File: config.mk
export PLATFORM = sky130hd
export DESIGN_NAME = mmt_queue
export DESIGN_NICKNAME = d
export VERILOG_FILES = /design/src/sv/mmt_pkg.sv /design/src/sv/mmt_queue.sv
export SDC_FILE = /design/constraint.sdc
export NUM_CORES = 1
export LEC_CHECK = 0
export BUFFER_PORTS_ARGS = -buffer_cell sky130_fd_sc_hd__buf_2
export CELL_PAD_IN_SITES_DETAIL_PLACEMENT = 0
export CELL_PAD_IN_SITES_GLOBAL_PLACEMENT = 1
export CORE_MARGIN = 2
export CORE_UTILIZATION = 49
export DETAILED_ROUTE_END_ITERATION = 12
export HOLD_SLACK_MARGIN = 0.08
export PLACE_DENSITY = 0.84
export SYNTH_ARGS = -nofsm -noshare
export SYNTH_HDL_FRONTEND = slang
export SYNTH_SLANG_ARGS = --single-unit
File: constraint.sdc
create_clock -name clk -period 1.9 [get_ports clk]
set_clock_uncertainty 0.15 [all_clocks]
set_input_delay 0.19 -clock clk [delete_from_list [all_inputs] [get_ports clk]]
set_output_delay 0.19 -clock clk [all_outputs]
set_load 0.005 [all_outputs]
File: src/sv/mmt_pkg.sv
// mmt_pkg: shared types and codes for the A times B-transposed matrix block.
// Used by mmt_front, mmt_queue, mmt_back and matrix_multiply_transposed_core.
// No dependencies.
package mmt_pkg;

  // Input item modes
  localparam logic [1:0] MODE_LOAD_A  = 2'd0;
  localparam logic [1:0] MODE_LOAD_B  = 2'd1;
  localparam logic [1:0] MODE_COMPUTE = 2'd2;

  // Configuration register indexes
  localparam logic [1:0] REG_A_ROWS    = 2'd0;
  localparam logic [1:0] REG_B_ROWS    = 2'd1;
  localparam logic [1:0] REG_INNER_LEN = 2'd2;

  localparam int CFG_DW = 5;
  localparam int CFG_IW = 2;

  // Work kinds after classification
  localparam logic [1:0] KIND_LOAD_A  = 2'd0;
  localparam logic [1:0] KIND_LOAD_B  = 2'd1;
  localparam logic [1:0] KIND_COMPUTE = 2'd2;

  // Command queue between front and back
  localparam int Q_DEPTH = 4;
  localparam int Q_AW    = 2;
  localparam int Q_CW    = 3;

  typedef struct packed {
    logic [1:0]         mode;
    logic [2:0]         row;
    logic [3:0]         col;
    logic signed [15:0] value;
  } in_item_t;

  typedef struct packed {
    logic signed [35:0] product;
    logic [2:0]         out_row;
    logic [2:0]         out_col;
    logic               last;
  } out_item_t;

  typedef struct packed {
    logic [3:0] a_rows;
    logic [3:0] b_rows;
    logic [4:0] inner_len;
  } cfg_t;

  typedef struct packed {
    logic [1:0]  kind;
    logic [2:0]  row;
    logic [3:0]  col;
    logic [15:0] value;
  } q_entry_t;

  typedef struct packed {
    logic full;
    logic empty;
  } q_stat_t;

endpackage

File: src/sv/mmt_queue.sv
// mmt_queue: small in-order command queue between front and back.
// Depends on mmt_pkg for the entry type and depth.
module mmt_queue (
  input  logic              clk,
  input  logic              rst_n,
  input  logic              push,
  input  mmt_pkg::q_entry_t wdata,
  input  logic              pop,
  output mmt_pkg::q_entry_t rdata,
  output mmt_pkg::q_stat_t  stat
);

  mmt_pkg::q_entry_t           slot_r [mmt_pkg::Q_DEPTH];
  logic [mmt_pkg::Q_AW-1:0]    wr_ptr_r;
  logic [mmt_pkg::Q_AW-1:0]    rd_ptr_r;
  logic [mmt_pkg::Q_CW-1:0]    count_r;

  assign rdata      = slot_r[rd_ptr_r];
  assign stat.full  = count_r == mmt_pkg::Q_CW'(mmt_pkg::Q_DEPTH);
  assign stat.empty = count_r == '0;

  // Pointers and fill count
  always_ff @(posedge clk) begin
    if (!rst_n) begin
      wr_ptr_r <= '0;
      rd_ptr_r <= '0;
      count_r  <= '0;
    end else begin
      if (push) wr_ptr_r <= wr_ptr_r + 1'b1;
      if (pop)  rd_ptr_r <= rd_ptr_r + 1'b1;
      case ({push, pop})
        2'b10:   count_r <= count_r + 1'b1;
        2'b01:   count_r <= count_r - 1'b1;
        default: count_r <= count_r;
      endcase
    end
  end

  // Entry storage
  always_ff @(posedge clk) begin
    if (push) slot_r[wr_ptr_r] <= wdata;
  end

endmodule

# After elaboration in Yosys (flattened, before gate mapping)
# Memory sizes are Yosys's and may differ from the RTL's. A register that Yosys moved wholly into a read port is not among the register bits.
# Index checks and enable logic that the tools add are counted.
# word_totals
register_bits	7
inputBits	29
mem_bits_rw	100
memories	1
# memory_table
name	depth	word_bits	read_ports	rd_clocked_by_memory_dff	wr	line	text
slot_r	4	25	1	1	1	mmt_queue.sv:13	mmt_pkg::q_entry_t slot_r [mmt_pkg::Q_DEPTH];
# classes
mux	5
eq_ne	3
reduce_logical	2
addsub	4
# ops
op	n
3-bit one-hot mux with 2 select lines	1
2-bit by 1-bit adder with 2-bit output, second input constant	2
2-bit 2-to-1 mux	2
3-bit by 1-bit adder with 3-bit output, second input constant	1
3-bit == test, second input constant	1
3-bit zero test	1
3-bit by 1-bit subtractor with 3-bit output, second input constant	1
2-bit by 1-bit == test with 1-bit output, second input constant	1
2-bit == test, second input constant	1
1-bit 2-to-1 mux	2
2-bit nonzero test	1

# Depth between registers and ports, before layout
# logic_depth
ltp_word	3
ltp_mapped	7
depth_no_buf	7

# Worst setup path before layout
# No wires, ideal clock.
# synth_timing
path_type	flip-flop to flip-flop
startpoint	reg wr_ptr_r[0] (netlist bit)
endpoint	mem slot_r[2][0] (netlist bit) (enable)
period_less_slack_ps	1707
path_buffers	0
slack_ps	193
path_stages_with_launch	4
required_time_ps	1366
arrival_ps	1173
cell_sequence	dfxtp_1 > inv_1 > ha_1 > and2_1
# synth_lines
item	line	text
start: declaration	mmt_queue.sv:14	logic [mmt_pkg::Q_AW-1:0] wr_ptr_r;
start signal: assignment	mmt_queue.sv:29	if (push) wr_ptr_r <= wr_ptr_r + 1'b1;
end: declaration	mmt_queue.sv:13	
# No word-level cell before the write port.

==> results.yml <==
hold_path:
  hold_end: "count_r[2]$_SDFFE_PN0P_"
  worstHoldStart: "push"
  min_path_type: "input pin to flip-flop"
  holdPathStages: 5
synth:
  synth.most_common_cell: "edfxtp_1"
  synth.largest_area_cell: "edfxtp_1"
  synth_commonest_cells: "edfxtp_1 (100), mux4_2 (20), and2_1 (10), dfxtp_1 (9), inv_1 (6)"
  synth.top_cell.area_share: 0.732
  synth.avg_cell_area_um2: 23.2
  synthCells: 177
  synth_edf_count: 100
  synth-warning-count: 0
  netlist_area_um2: 4100
  synth-seq-cells: 109
  async_reset_ff_frac: 0
  ys_types: 22
  yosys_most_used_dff: "edfxtp_1"
  synth-seq-area-share: 0.776
  synth_area_leaders: "edfxtp_1 (73%), mux4_2 (11%), dfxtp_1 (4.4%)"
  syn_nets: 212
detailed_routing:
  vias: 1972
  dr.first_iter.drc_count: 61
  route.detailed.drc: 0
  wl_per_cell_um: 17.1
  viasPerCell: 5.12
  ant_nets: 0
  wl_um: 6570
  dr.pass1.iters: 4
clock_tree:
  clkTransAtPathRegs_ps: 100
  root_buffer: "clkbuf_8"
  clock_sinks: 109
  cts_buffer_depth: 2
  cts_buffers: 9
  insertion_delay_ps: 350
  htreeDepth: 3
  cts_tree: "done"
sta:
  rsz0062_at_grt: "true"
  setup-violations-final: 10
  drv_slew: 0
  tightest_slew_ps: 385
  setup_ws_ps: -35.8
  hold_ws_ps: 280
  max_freq_ghz: 0.517
  relSlewSlack: 0.743
  fin_crit_ps: 1940
  hold_violations: 0
  fin_crit_sh: 1.02
grt:
  gr-usage-all-layers: 0.156
  overflow: 0
  grt_first_pass_wirelength_um: 10200
  antenna_found_initial: 0
  grt_max_degree: 26
  grt_pass1_vias: 2056
worst_setup_path:
  required_ps: 1560
  critPathArrivalTime_ps: 1600
  reg2reg_depth: 5
  worst-setup-path-type: "flip-flop to output pin"
  end_kind: "output pin"
  r2r_slack_ps: 190
  crit_fanout: 12
  reg2reg_to: "count_r[2]$_SDFFE_PN0P_"
  start_kind: "flip-flop"
  r2r-start: "count_r[0]$_SDFFE_PN0P_"
power:
  p_per_area_nw_per_um2: 947
  leakage_nw: 1.77
  finalPower_mw: 4.82
  ir_drop_uv: 519
floorplan:
  die_h_um: 95.5
  start_util: 0.502
  num_io_pins: 56
  placeableCoreArea_um2: 8180
  die-area_um2: 9120
  die_x_um: 95.5
  fp-row-count: 33
flow_run:
  max-cap-violations: 0
final_layout:
  areaGrowthSynthToFinish_pct: 24.3
  register_area_um2: 3190
  nNetsFinal: 310
  diodes: 0
  drive_gt1_frac: 0.382
  fill_cells: 597
  multi_input_area_um2: 823
run_status:
  status: "finished with violations"
  violations: "negative setup slack"
placed_design:
  hpwl_um: 3970
  place.gp.congestion: 0.647
  numPortBuffers: 55
==> worst max-delay path by stage <==
stage                              endpoint                      from  slack [ps]
CTS                                rdata[8]                 flip-flop         -90
floorplan            slot_r[2][0]$_DFFE_PP_  wr_ptr_r[0]$_SDFFE_PN0P_         190
finish                            rdata[14]                 flip-flop         -40
detailed placement  count_r[2]$_SDFFE_PN0P_                      push          60
global placement    count_r[2]$_SDFFE_PN0P_                      push         100
global route                      rdata[22]                 flip-flop        -110
==> cell type report <==
type                    instances  share of cell area
clock buffers                   9              0.0243
clock inverters                 7              0.0192
well taps                     105              0.0258
flip-flops and latches        109               0.625
inverters                       6             0.00442
repair buffers                 93               0.139
multi-input cells              56               0.162
==> stage by stage <==
stage / std cells / cell area, µm² / setup slack, ps / util / TNS [ps]
global route: 385 / 5100 / -109 / 0.623 / -1700
floorplan: 177 / 4100 / 193 / - / 0
CTS: 386 / 5100 / -89.7 / 0.623 / -1190
detailed placement: 339 / 4550 / 60.7 / 0.557 / 0
finish: 385 / 5100 / -35.8 / 0.623 / -190
global placement: 339 / 4550 / 96.0 / 0.557 / 0
==> worst max-delay path, stage by stage, from the launching register on <==
cell	delay (ps)
dfxtp_4	400
buf_12	170
mux4_2	520
buf_2	150
==> state kept, by name, indices dropped and copies added (netlist names), named ones only <==
signal,cells
slot_r,100
wr_ptr_r,2
count_r,3
rd_ptr_r,2
==> cells in the final DEF (no fill, tap or decap), drive strengths merged <==
cell type    instances
bufinv               2
buf                 64
clkbuf               9
o21ai                2
nand2                2
ha                   5
mux2i                1
xnor2                2
fa                   1
nor2b                1
and3                 1
inv                  7
nor3                 1
a21boi               1
clkinvlp             2
dlygate4sd3         29
mux4                25
clkinv               2
edfxtp             100
and2                10
dfxtp                9
xor2                 3
or3                  1
==> report_power, final <==
| group | leakage (nW) | internal (mW) | total (mW) | switching, mW |
|---|---|---|---|---|
| Combinational | 0.674 | 0.325 | 0.576 | 0.251 |
| Clock | 0.106 | 0.746 | 1.46 | 0.718 |
| Sequential | 0.993 | 2.74 | 2.78 | 0.0409 |
==> cells by family (layout without fill, tap and decap cells) <==
family | count (synthesis) | in the layout | share of synthesized area
AOI/OAI and AO/OA | 3 | 3 | 0.00427
xor gates and xnor gates | 5 | 5 | 0.0107
adders and majority gates | 6 | 6 | 0.0201
buffers and inverters | 12 | 115 | 0.0217
DFF | 109 | 109 | 0.776
muxes | 26 | 26 | 0.144
and+or+nand+nor | 16 | 16 | 0.0229
==> per-layer routing <==
metal | vias up | routed length [µm] | global-route usage
li1 | 907 | - | -
met1 | 1007 | 2900 | 0.195
met2 | 49 | 3330 | 0.268
met3 | 9 | 271 | 0.0419
met4 | 0 | 79 | 0.0500
met5 | - | 0 | 0
==> timing repair <==
item / 4_1_cts / 5_1_grt
setup endpoints to repair: 25 / 26
hold buffers: 29 / 0
hold endpoints to repair: 109 / 0
gates cloned: 1 / 0
resized for setup: 7 / 6
setup buffers: 1 / 0
(Power assumes the default switching activity.)
